<file path="config.mk">
export PLATFORM = sky130hd
export DESIGN_NAME = rtu_gap_frame_delimiter_unit
export DESIGN_NICKNAME = d
export VERILOG_FILES = /design/src/rgfd_pkg.sv /design/src/rgfd_core.sv /design/src/rtu_gap_frame_delimiter_unit.sv
export SDC_FILE = /design/constraint.sdc
export NUM_CORES = 1
export LEC_CHECK = 0
export BUFFER_PORTS_ARGS = -buffer_cell sky130_fd_sc_hd__buf_2
export CORE_MARGIN = 3
export CORE_UTILIZATION = 58
export DETAILED_ROUTE_END_ITERATION = 7
export HOLD_SLACK_MARGIN = 0.06
export PLACE_DENSITY = 0.9
export SYNTH_ARGS = -nofsm -noshare
export SYNTH_HDL_FRONTEND = slang
export SYNTH_SLANG_ARGS = --single-unit
</file>
<file path="constraint.sdc">
create_clock -name clk -period 4.76 [get_ports clk]
set_input_delay 1.428 -clock clk [delete_from_list [all_inputs] [get_ports clk]]
set_output_delay 1.428 -clock clk [all_outputs]
set_load 0.02 [all_outputs]
</file>
<file path="src/rgfd_pkg.sv">
// Shared types and constants for the silence-gap frame delimiter.
`timescale 1ns / 1ps
`default_nettype none

package rgfd_pkg;

  // Register reset values
  localparam logic [15:0] GAP_LIMIT_RST     = 16'd1500;
  localparam logic [15:0] FRAME_TIMEOUT_RST = 16'd3500;

  // Register indexes on the config port
  localparam logic [7:0] CFG_IDX_GAP_LIMIT     = 8'd0;
  localparam logic [7:0] CFG_IDX_FRAME_TIMEOUT = 8'd1;

  // Write position limits
  localparam logic [7:0] FULL_POSITION = 8'd255;
  localparam logic [7:0] LAST_SLOT     = 8'd254;

  // Input command codes
  localparam logic CMD_TICK = 1'b0;
  localparam logic CMD_BYTE = 1'b1;

  typedef enum logic {
    EV_BYTE      = 1'b0,
    EV_FRAME_END = 1'b1
  } event_kind_t;

  typedef struct packed {
    event_kind_t event_kind;
    logic [7:0]  slot;
    logic [7:0]  byte_out;
    logic [7:0]  frame_length;
  } result_t;

endpackage : rgfd_pkg

`default_nettype wire

</file>
<file path="src/rgfd_core.sv">
// Silence counter and write position tracking; produces at most one event per word.
`timescale 1ns / 1ps
`default_nettype none

module rgfd_core (
  input  wire logic             clk,
  input  wire logic             rst_n,
  input  wire logic             accept,
  input  wire logic             cmd,
  input  wire logic [7:0]       rx_byte,
  input  wire logic [15:0]      gap_limit,
  input  wire logic [15:0]      frame_timeout,
  output logic                  res_valid,
  output rgfd_pkg::result_t     res
);
  import rgfd_pkg::*;

  logic [15:0] count_r, count_nxt;
  logic        running_r, running_nxt;
  logic [7:0]  pos_r, pos_nxt;

  logic [7:0]  pos_base;
  logic [7:0]  slot;
  logic [16:0] count_inc;
  logic        timeout_hit;

  // Byte path: restart frame after a long gap, clamp a full frame to the last slot
  assign pos_base    = (count_r > gap_limit) ? 8'd0 : pos_r;
  assign slot        = (pos_base == FULL_POSITION) ? LAST_SLOT : pos_base;
  // Tick path: 17-bit increment so a full count still compares correctly
  assign count_inc   = {1'b0, count_r} + 17'd1;
  assign timeout_hit = count_inc >= {1'b0, frame_timeout};

  // Next state and result
  always_comb begin
    count_nxt   = count_r;
    running_nxt = running_r;
    pos_nxt     = pos_r;
    res_valid   = 1'b0;
    res         = '{event_kind: EV_BYTE, slot: 8'd0, byte_out: 8'd0, frame_length: 8'd0};
    if (accept) begin
      if (cmd == CMD_BYTE) begin
        count_nxt        = 16'd0;
        running_nxt      = 1'b1;
        pos_nxt          = slot + 8'd1;
        res_valid        = 1'b1;
        res.slot         = slot;
        res.byte_out     = rx_byte;
      end else if (running_r) begin
        if (timeout_hit) begin
          count_nxt   = 16'd0;
          running_nxt = 1'b0;
          pos_nxt     = 8'd0;
          if (pos_r != 8'd0) begin
            res_valid        = 1'b1;
            res.event_kind   = EV_FRAME_END;
            res.frame_length = pos_r;
          end
        end else begin
          count_nxt = count_inc[15:0];
        end
      end
    end
  end

  // State registers
  always_ff @(posedge clk) begin
    if (!rst_n) begin
      count_r   <= 16'd0;
      running_r <= 1'b1;
      pos_r     <= 8'd0;
    end else begin
      count_r   <= count_nxt;
      running_r <= running_nxt;
      pos_r     <= pos_nxt;
    end
  end

  // A stopped timer always holds a zero count
  a_stopped_zero: assert property (@(posedge clk) disable iff (!rst_n)
    !running_r |-> count_r == 16'd0)
    else $error("silence count nonzero while timer stopped");

  // A stored byte never lands beyond the last slot
  a_slot_range: assert property (@(posedge clk) disable iff (!rst_n)
    res_valid && res.event_kind == EV_BYTE |-> res.slot <= LAST_SLOT)
    else $error("byte slot out of range");

  // A received byte always restarts the timer and leaves a nonzero position
  a_byte_restart: assert property (@(posedge clk) disable iff (!rst_n)
    accept && cmd == CMD_BYTE |=> running_r && count_r == 16'd0 && pos_r != 8'd0)
    else $error("byte did not restart timer");

  // A frame end always reports a nonzero length and clears the position
  a_frame_end: assert property (@(posedge clk) disable iff (!rst_n)
    res_valid && res.event_kind == EV_FRAME_END |=> !running_r && pos_r == 8'd0)
    else $error("frame end left state inconsistent");

endmodule : rgfd_core

`default_nettype wire

</file>
<file path="src/rtu_gap_frame_delimiter_unit.sv">
// Top level: config registers, delimiter core and output register with skid stage.
// Each core result is registered into the output register, or the skid if stalled.
// Throughput: one word per cycle unless stalled; core is a single registered pass.
// A two-entry output stage (output register plus skid) absorbs one stalled result.
// Reset (rst_n low, synchronous): timer running, count and position zero,
// gap_limit = 1500, frame_timeout = 3500, output and skid empty.
`timescale 1ns / 1ps
`default_nettype none

module rtu_gap_frame_delimiter_unit (
  input  wire logic       clk,
  input  wire logic       rst_n,
  // input channel
  input  wire logic       in_valid,
  output logic            in_stall,
  input  wire logic       in_cmd,
  input  wire logic [7:0] in_rx_byte,
  // result channel
  output logic            out_valid,
  input  wire logic       out_stall,
  output logic            out_event_kind,
  output logic [7:0]      out_slot,
  output logic [7:0]      out_byte_out,
  output logic [7:0]      out_frame_length,
  // config channel
  input  wire logic       cfg_valid,
  output logic            cfg_ready,
  input  wire logic [7:0] cfg_index,
  input  wire logic [15:0] cfg_data
);
  import rgfd_pkg::*;

  logic [15:0] gap_limit_r;
  logic [15:0] frame_timeout_r;

  logic        in_accept;
  logic        res_valid;
  result_t     res;

  logic        out_valid_r, out_valid_nxt;
  result_t     out_data_r, out_data_nxt;
  logic        skid_valid_r, skid_valid_nxt;
  result_t     skid_data_r, skid_data_nxt;
  logic        out_free;

  // Config writes are always taken
  assign cfg_ready = 1'b1;

  always_ff @(posedge clk) begin
    if (!rst_n) begin
      gap_limit_r     <= GAP_LIMIT_RST;
      frame_timeout_r <= FRAME_TIMEOUT_RST;
    end else if (cfg_valid) begin
      unique case (cfg_index)
        CFG_IDX_GAP_LIMIT:     gap_limit_r     <= cfg_data;
        CFG_IDX_FRAME_TIMEOUT: frame_timeout_r <= cfg_data;
        default: ;
      endcase
    end
  end

  // Input side stalls only when the skid holds a word
  assign in_stall  = skid_valid_r;
  assign in_accept = in_valid && !in_stall;

  rgfd_core u_core (
    .clk           (clk),
    .rst_n         (rst_n),
    .accept        (in_accept),
    .cmd           (in_cmd),
    .rx_byte       (in_rx_byte),
    .gap_limit     (gap_limit_r),
    .frame_timeout (frame_timeout_r),
    .res_valid     (res_valid),
    .res           (res)
  );

  // Output register and skid stage
  assign out_free = !out_valid_r || !out_stall;

  always_comb begin
    out_valid_nxt  = out_valid_r;
    out_data_nxt   = out_data_r;
    skid_valid_nxt = skid_valid_r;
    skid_data_nxt  = skid_data_r;
    if (out_free) begin
      if (skid_valid_r) begin
        out_valid_nxt  = 1'b1;
        out_data_nxt   = skid_data_r;
        skid_valid_nxt = res_valid;
        skid_data_nxt  = res;
      end else begin
        out_valid_nxt  = res_valid;
        out_data_nxt   = res;
      end
    end else if (res_valid) begin
      skid_valid_nxt = 1'b1;
      skid_data_nxt  = res;
    end
  end

  always_ff @(posedge clk) begin
    if (!rst_n) begin
      out_valid_r  <= 1'b0;
      skid_valid_r <= 1'b0;
    end else begin
      out_valid_r  <= out_valid_nxt;
      skid_valid_r <= skid_valid_nxt;
    end
  end

  always_ff @(posedge clk) begin
    out_data_r  <= out_data_nxt;
    skid_data_r <= skid_data_nxt;
  end

  assign out_valid        = out_valid_r;
  assign out_event_kind   = out_data_r.event_kind;
  assign out_slot         = out_data_r.slot;
  assign out_byte_out     = out_data_r.byte_out;
  assign out_frame_length = out_data_r.frame_length;

  // Skid only fills behind a held output word
  a_skid_behind_out: assert property (@(posedge clk) disable iff (!rst_n)
    skid_valid_r |-> out_valid_r)
    else $error("skid word without output word");

  // A new result never arrives while the skid is full
  a_no_overrun: assert property (@(posedge clk) disable iff (!rst_n)
    skid_valid_r |-> !res_valid)
    else $error("result dropped on full skid");

  // A result of the core shows at the output or in the skid on the next cycle
  a_result_kept: assert property (@(posedge clk) disable iff (!rst_n)
    res_valid |=> out_valid_r)
    else $error("result lost");

endmodule : rtu_gap_frame_delimiter_unit

`default_nettype wire
</file>
Word level (Yosys, flattened, before mapping)
Index checks and enable logic that the tools add are counted.
{"block": "totals", "ff_bits": 109, "input_bits": 38, "wordCells": 68}
{"block": "classes", "add_sub_neg": 2, "n_lt_le_gt_ge": 2, "eq_ne": 3, "n_mux": 31, "n_reduce_logical": 15}
{"operator": "two-way mux 25 bit", "n": 5}
{"operator": "two-way mux 8 bit", "n": 9}
{"operator": "two-way mux 16 bit", "n": 4}
{"operator": "adder 16 x 1 -> 17 bit, second input constant", "n": 1}
{"operator": ">= comparator 17 x 16 -> 1 bit", "n": 1}
{"operator": "greater-than comparator 16 bit", "n": 1}
{"operator": "two-way mux 1 bit", "n": 13}
{"operator": "adder 8 x 1 -> 8 bit, second input constant", "n": 1}
{"operator": "== test 8 x 1 -> 1 bit, second input constant", "n": 1}
{"operator": "== test 8 bit, second input constant", "n": 1}
{"operator": "zero test 8 bit", "n": 1}
{"operator": "AND reduction 2 bit", "n": 4}
{"operator": "nonzero test 8 bit", "n": 1}
{"operator": "nonzero test 2 bit", "n": 3}
{"operator": "zero test 1 bit", "n": 3}
{"operator": "AND reduction 3 bit", "n": 1}
{"operator": "!= test 2 bit, second input constant", "n": 1}
{"operator": "logical AND 1 bit", "n": 1}
{"operator": "logical OR 1 bit", "n": 1}

Depth between registers and ports, before layout
Gate-level depths: netlist of the first run.
{"block": "depth", "word_depth": 8, "ltp_mapped": 14, "mapped_depth_nobuf": 13}

Modules after synthesis
Synthesis of the first run repeated with hierarchy kept, for this count alone.
{"block": "hier_totals", "cells_unflattened": 553, "area_unflattened_um2": 5654.2}
{"mod": "rtu_gap_frame_delimiter_unit", "instances": 1, "cells_per_inst": 222, "area_per_inst_um2": 3191.8, "seq_area_each_um2": 2182.1}
{"mod": "rgfd_core", "instances": 1, "cells_per_inst": 331, "area_per_inst_um2": 2462.4, "seq_area_each_um2": 500.5}

Worst setup path after synthesis of the first run
OpenSTA, ideal clock, no wires.
{"block": "synth_path", "kind": "reg2reg", "from": "register u_core.count_r[0]", "to": "register skid_data_r[0] (netlist name) (enable)", "setup_ns": 0.386, "arrival_time_ns": 3.225, "required_ns": 4.374, "slack_ns": 1.150, "path_stages_with_launch": 14, "path_buffers": 1, "synth_period_minus_slack_ns": 3.610, "path_cell_list": "dfxtp_1 -> ha_1 -> and3_1 -> buf_4 -> nand3_4 -> nand2b_1 -> xnor2_1 -> ha_1 -> nand4_1 -> nor2_1 -> o311a_1 -> o21ai_2 -> a211oi_1 -> o31a_1"}
{"block": "synth_between", "elab_chain_cells": 8}
{"element": "start: declaration", "line": "rgfd_core.sv:18", "rtl": "logic [15:0] count_r, count_nxt;"}
{"element": "start signal: assignment", "line": "rgfd_core.sv:73", "rtl": "count_r <= count_nxt;"}
{"element": "adder 16 x 1 -> 17 bit", "line": "rgfd_core.sv:31", "rtl": "assign count_inc = {1'b0, count_r} + 17'd1;"}
{"element": ">= comparator 17 x 16 -> 1 bit", "line": "rgfd_core.sv:32", "rtl": "assign timeout_hit = count_inc >= {1'b0, frame_timeout};"}
{"element": "two-way mux 1 bit", "line": "rgfd_core.sv:50", "rtl": "if (timeout_hit) begin"}
{"element": "two-way mux 1 bit", "line": "rgfd_core.sv:49", "rtl": "end else if (running_r) begin"}
{"element": "two-way mux 1 bit", "line": "rgfd_core.sv:42", "rtl": "if (cmd == CMD_BYTE) begin"}
{"element": "two-way mux 1 bit", "line": "rgfd_core.sv:41", "rtl": "if (accept) begin"}
{"element": "nonzero test 2 bit (no source line)"}
{"element": "AND reduction 2 bit (no source line)"}
{"element": "end signal: assignment", "line": "rtu_gap_frame_delimiter_unit.sv:114", "rtl": "skid_data_r <= skid_data_nxt;"}
{"element": "end: declaration", "line": "rtu_gap_frame_delimiter_unit.sv:43", "rtl": "result_t skid_data_r, skid_data_nxt;"}
Every way passes these cells.
A chain may end at the register's enable or synchronous reset.

Final worst setup path of the first run
{"block": "layout_path", "from": "register u_core.count_r[0]", "to": "register skid_data_r[24] (netlist name) (enable)"}
Same word-level chain as after synthesis.

==> qor.csv, run 1 <==
metric;value;unit
ys.warnings.count;0;
power.density;267;nW/µm²
core_area;9280;µm²
cts_tree;built;
ys_async_sr_fraction;0;%
cts_hold_buffers;0;
stdcell_count;742;
drc;0;
fp.dieW;104;µm
synth_common_cells;59 x dfxtp_1, 50 x edfxtp_1, 49 x nand2_1;
yosys.area_share.xor_xnor;2.21;%
slowest_stage;dfxtp_1;
synth_fa_ha_area_share;7.66;%
reg2reg_slack;0.95;ns
yosysSeqAreaShare;48.3;%
place_inst;726;
syn_area_per_cell;10.0;µm²
start_util;59.8;%
clock_latency;0.38;ns
worstSetupEndpointType;flop;
ant_nets;0;
cp.required;4.81;ns
max_slew_margin;24.8;%
hold_class;flop to flop;
io_buffers;64;
synth-seq-cells;109;
rows;35;
routed_wl;12.5;mm
fin_skew;0.0152;ns
layout_setup_ws;0.951;ns
syn_nets;625;
cp.arrival;3.86;ns
ys_top_cells_by_area;edfxtp_1 27%, dfxtp_1 21%, ha_1 7.7%;
hold_ws;0.500;ns
synth_edf_count;50;
min_period_over_period;80.0;%
area_growth;11.1;%
whs_path_depth;2;
critPathMostFrequentCell;ha_1;
yosys.area_share.simple;16.7;%
maxSlewViolCount;0;
grt_pass1_wl;20.6;mm
first_pass_iters;5;
dieArea;10800;µm²
yosysMostFrequentCell;dfxtp_1;
fillers;721;
clock_sinks;109;
path_cells;ha_1 > and3_1 > nand3_4 > nand2b_1 > xnor2_1 > ha_1 > nand4_1 > nor2_1 > o311a_1 > o21ai_2 > a211oi_1 > o31a_1 > buf_4;
total_power;0.00165;W
peakVddDrop;0.174;mV
period_needed;3.81;ns
grt-ovfl-total;0;
first_global_vias;4326;
clock.fmax;263;MHz
grt_max_degree;39;
root_buffer;clkbuf_8;
clkTransAtPathRegs;0.10;ns
synth_area_leader_cell;edfxtp_1;
synth_top_family_by_area;simple AND/OR/NAND/NOR gates;
ctsLongestPathBuffers;2;
start_kind;flop;
reg2reg_to;skid_data_r[24];
r2r_start;u_core.count_r[0];
min_to;frame_timeout_r[8];
antenna_cells;0;
cts_buffers;9;
nNetsFinal;680;
cts.repair.resized;0;
place.gp.congestion;0.918;
worstPathMaxFanout;25;
synthCells;553;
antenna_found_initial;0;
yosys.cell_types.count;57;
status;complete, no violations;
wl_per_cell;16.8;µm
setup_violations;0;
dpl_worst_slack;1.02;ns
io_pins;66;
h-tree-depth;3;
yosysTopAreaCellShare;27.0;%
cts_setup_buffers;0;
hold_start;frame_timeout_r[8];
hpwl;9.03;mm
synth-main-ff-cell;dfxtp_1;
max_slew.worst_pin.slew;1.13;ns
netlist_area;5560;µm²
die_h;104;µm
drt-vias-per-instance;5.93;
synth.mux.area_fraction;4.50;%
tns;0;ns
synth_compound_area_share;15.4;%
reg2reg_depth;13;
final_hold_viol_count;0;
critPathKind;flop to flop;
gr-usage-all-layers;23.3;%
max_stage_delay;0.48;ns
drv_cap;0;
vias;4402;
rsz0062_at_grt;false;
p_leak;2.82;nW
final_layout_size_suffix_gt1_share;16.2;%
drt_iter0_markers;300;
kinds of logic (layout without fill, tap and decap cells):
family	after synthesis	after routing
buffers and inverters	73	133
other	1	1
adder cells (fa/ha/maj)	34	34
flip-flops	109	109
AND/OR/NAND/NOR	180	180
XOR/XNOR	14	14
multiplexers	25	25
AO/OA/AOI/OAI	117	117
layout by cell type (no fill, tap or decap), types with 4 or more instances in the layout:
master    instances
ha_1             34
nand2_1          49
nand2b_1          4
a31oi_1          12
a21o_1           16
buf_2            64
o211ai_1          8
o21ai_0          23
clkbuf_8          9
mux2i_1          25
a21oi_1          11
nor2_1           39
o31a_1            5
xnor2_1          12
nand3_1          14
dfxtp_1          59
a32o_1           12
buf_4             9
nand4_1          19
edfxtp_1         50
inv_1            44
and2_1           15
o21a_1            4
and3_1           14
state kept, by name, indices dropped and copies added, names as in the netlist:
register	flops
skid_data_r	25
frame_timeout_r	16
gap_limit_r	16
u_core.count_r	16
out_byte_out	8
out_frame_length	8
out_slot	8
u_core.pos_r	8
in_stall	1
out_event_kind	1
out_valid	1
u_core.running_r	1
worst max-delay path: cells and delay by family (launching register included):
kind / cells / cell delay [ns]
buffers and inverters: 1 / 0.32
adder cells (fa/ha/maj): 2 / 0.59
AO/OA/AOI/OAI: 4 / 0.91
AND/OR/NAND/NOR: 5 / 1.02
flip-flops: 1 / 0.48
XOR/XNOR: 1 / 0.15
per-stage QoR:
stage | area (µm²) | util, %
2_1_floorplan | 5560 | -
3_3_place_gp | 5990 | 64.5
3_5_place_dp | 5990 | 64.5
4_1_cts | 6170 | 66.5
5_1_grt | 6170 | 66.5
6_report | 6170 | 66.5
how the worst max path moves through the flow:
stage                                  from              end  slack [ns]  cells after the start
after floorplan           u_core.count_r[0]   skid_data_r[0]        1.15                     13
after global placement    u_core.count_r[0]  skid_data_r[16]        1.18                     13
after detailed placement  u_core.count_r[0]  skid_data_r[16]        1.02                     13
after CTS                 u_core.count_r[0]  skid_data_r[19]        0.99                     13
after global routing      u_core.count_r[0]  skid_data_r[24]        0.57                     13
final                     u_core.count_r[0]  skid_data_r[24]        0.95                     13
report_power, final:
| group | switching, W | internal, W | total (W) |
|---|---|---|---|
| logic | 0.0000719 | 0.0000386 | 0.000111 |
| clock network | 0.000335 | 0.000203 | 0.000538 |
| registers | 0.00000824 | 0.000994 | 0.00100 |
| total | 0.000415 | 0.00124 | 0.00165 |
routing by layer:
metal | share of wire [%] | vias up | track usage (%)
li1 | - | 2126 | -
met3 | 4.7 | 39 | 4.35
met2 | 51 | 149 | 40.8
met5 | 0 | - | 0
met4 | 4.0 | 0 | 11.3
met1 | 40 | 2088 | 27.6
cell type report:
cell class / instances / area, µm² / area share, %
clock buffers: 9 / 124 / 2.01
clock inverters: 7 / 65.1 / 1.05
inverters: 44 / 165 / 2.67
multi-input cells: 371 / 2590 / 41.9
flip-flops and latches: 109 / 2680 / 43.4
well taps: 129 / 161 / 2.61
repair buffers: 73 / 388 / 6.28
No activity file was read; power rests on OpenSTA's default activity.
==> run 2: changes to the inputs <==
==> constraint.sdc (replaced) <==
create_clock -name clk -period 3.6 [get_ports clk]
set_input_delay 1.08 -clock clk [delete_from_list [all_inputs] [get_ports clk]]
set_output_delay 1.08 -clock clk [all_outputs]
set_load 0.02 [all_outputs]
==> run 2 against run 1 <==
Against the previous run: cell count is 2.0% higher; clock skew fell by 0.00056 ns; first-iteration DRC count up 8.0%; worst hold slack worse by 0.015 ns; worst setup slack worse by 0.81 ns; critical path type unchanged.
==> qor.csv, run 2 (synthesis results as in run 1) <==
metric;value;unit
status;complete, no violations;
cts_hold_buffers;0;
gr-usage-all-layers;24.3;%
fillers;686;
path_cells;ha_1 > and3_2 > buf_4 > nand3_1 > xnor2_1 > ha_1 > a211oi_1 > o21bai_1 > a221o_1 > o21ai_2 > buf_12 > a21oi_4 > a32o_1;
rows;35;
clock_sinks;109;
worstPathMaxFanout;24;
drt_iter0_markers;324;
vias;4570;
reg2reg_slack;0.14;ns
cts_setup_buffers;0;
crit_path_start;u_core.count_r[0];
dieArea;10800;µm²
p_leak;2.92;nW
worstSetupEndpointType;flop;
clock.fmax;289;MHz
grt_max_degree;31;
cts_tree;built;
antenna_cells;0;
start_util;59.8;%
io_pins;66;
largest_register;skid_data_r;
reg2reg_to;out_frame_length[1];
cts_buffers;9;
critPathMostFrequentCell;ha_1;
nNetsFinal;695;
p_sw;0.000564;W
final_hold_viol_count;0;
hpwl;9.42;mm
final_cell_mix;64 x buf_2, 59 x dfxtp_1, 50 x edfxtp_1;
hold_class;flop to flop;
maxSlewViolCount;0;
critPathKind;flop to flop;
die_h;104;µm
peakVddDrop;0.198;mV
first_pass_iters;5;
crit_path_end;out_frame_length[1];
first_global_vias;4508;
max_stage_delay;0.39;ns
max_slew.worst_pin.slew;0.887;ns
min_period_over_period;96.1;%
p_sw_share;25.6;%
place.gp.congestion;0.942;
path_depth;13;
whs_path_depth;2;
drt-vias-per-instance;6.04;
clock_latency;0.39;ns
setup_violations;0;
ant_nets;0;
fin_area;6330;µm²
root_buffer;clkbuf_8;
clkTransAtPathRegs;0.11;ns
p_int;0.00164;W
largest_reg_flops;25;
dpl_worst_slack;0.0585;ns
dpl_cell_area;6100;µm²
slowest_stage;a221o_1;
hold_ws;0.485;ns
fp.dieW;104;µm
core_area;9280;µm²
period_needed;3.46;ns
area_growth;13.9;%
max_slew_margin;40.7;%
path_buf_inv;2;
reg2reg_depth;13;
start_kind;flop;
cp.arrival;3.61;ns
grt_pass1_wl;21.4;mm
r2r_start;u_core.count_r[0];
io_buffers;64;
layout_setup_ws;0.141;ns
crit_family;compound AO/OA/AOI/OAI gates;
drc;0;
seq_power_share;60.0;%
fin_skew;0.0146;ns
layout_commonest_cell;buf_2;
antenna_found_initial;0;
pwr-share-comb;6.8;%
final_layout_size_suffix_gt1_share;18.5;%
cp.required;3.75;ns
h-tree-depth;3;
grt-ovfl-total;0;
ctsLongestPathBuffers;2;
power_frac_clock;33.2;%
wl_per_cell;17.2;µm
rsz0062_at_grt;false;
drv_cap;0;
power.density;349;nW/µm²
routed_wl;13.1;mm
tns;0;ns
==> run 2: per-layer routing <==
metal,wire (µm),vias to the layer above,part of all wire [%],track usage [%]
met5,0,-,0,0
met2,6590,200,51,43.5
met4,519,0,4.0,11.4
li1,-,2152,-,-
met3,862,43,6.6,5.03
met1,5070,2175,39,27.7
==> run 2: final cells by class <==
class	count	area [µm²]	share of cell area, %
inverters	44	165	2.61
repair buffers	88	513	8.11
multi-input cells	371	2610	41.2
clock inverters	7	73.8	1.17
flip-flops and latches	109	2680	42.4
well taps	129	161	2.55
clock buffers	9	124	1.96
==> run 2: worst min path at each step <==
stage,from,end,slack [ns]
2_1_floorplan,frame_timeout_r[10],frame_timeout_r[10],0.44
3_5_place_dp,frame_timeout_r[10],frame_timeout_r[10],0.47
5_1_grt,frame_timeout_r[10],frame_timeout_r[10],0.54
6_report,frame_timeout_r[10],frame_timeout_r[10],0.49
3_3_place_gp,frame_timeout_r[8],frame_timeout_r[8],0.46
4_1_cts,frame_timeout_r[10],frame_timeout_r[10],0.49
==> run 2: timing repair <==
item	in CTS	in global routing
pin swaps	0	0
hold endpoints to repair	0	0
endpoints found under the setup margin	1	43
resized for setup	1	6
==> run 2: worst register-to-register path: stages (launching register included) <==
cell and delay [ns]:
dfxtp_1 0.35, ha_1 0.17, and3_2 0.25, buf_4 0.16, nand3_1 0.15, xnor2_1 0.17
ha_1 0.32, a211oi_1 0.24, o21bai_1 0.17, a221o_1 0.39, o21ai_2 0.20, buf_12 0.20
a21oi_4 0.15, a32o_1 0.30
==> run 2: power by group through the flow <==
stage / Combinational (W) / Sequential [W] / Clock, W
after floorplan: 0.0000641 / 0.00137 / 0
after global placement: 0.000142 / 0.00135 / 0
after detailed placement: 0.000149 / 0.00135 / 0
after CTS: 0.000150 / 0.00132 / 0.000740
after global routing: 0.000164 / 0.00133 / 0.000797
final: 0.000151 / 0.00132 / 0.000732
==> run 2: per-stage QoR <==
step / instances / utilization (%) / total power, W
after global placement: 741 / 65.7 / 0.00149
final: 757 / 68.1 / 0.00221
after detailed placement: 741 / 65.7 / 0.00150
after floorplan: 553 / - / 0.00144
after global routing: 757 / 68.1 / 0.00229
after CTS: 757 / 67.9 / 0.00221
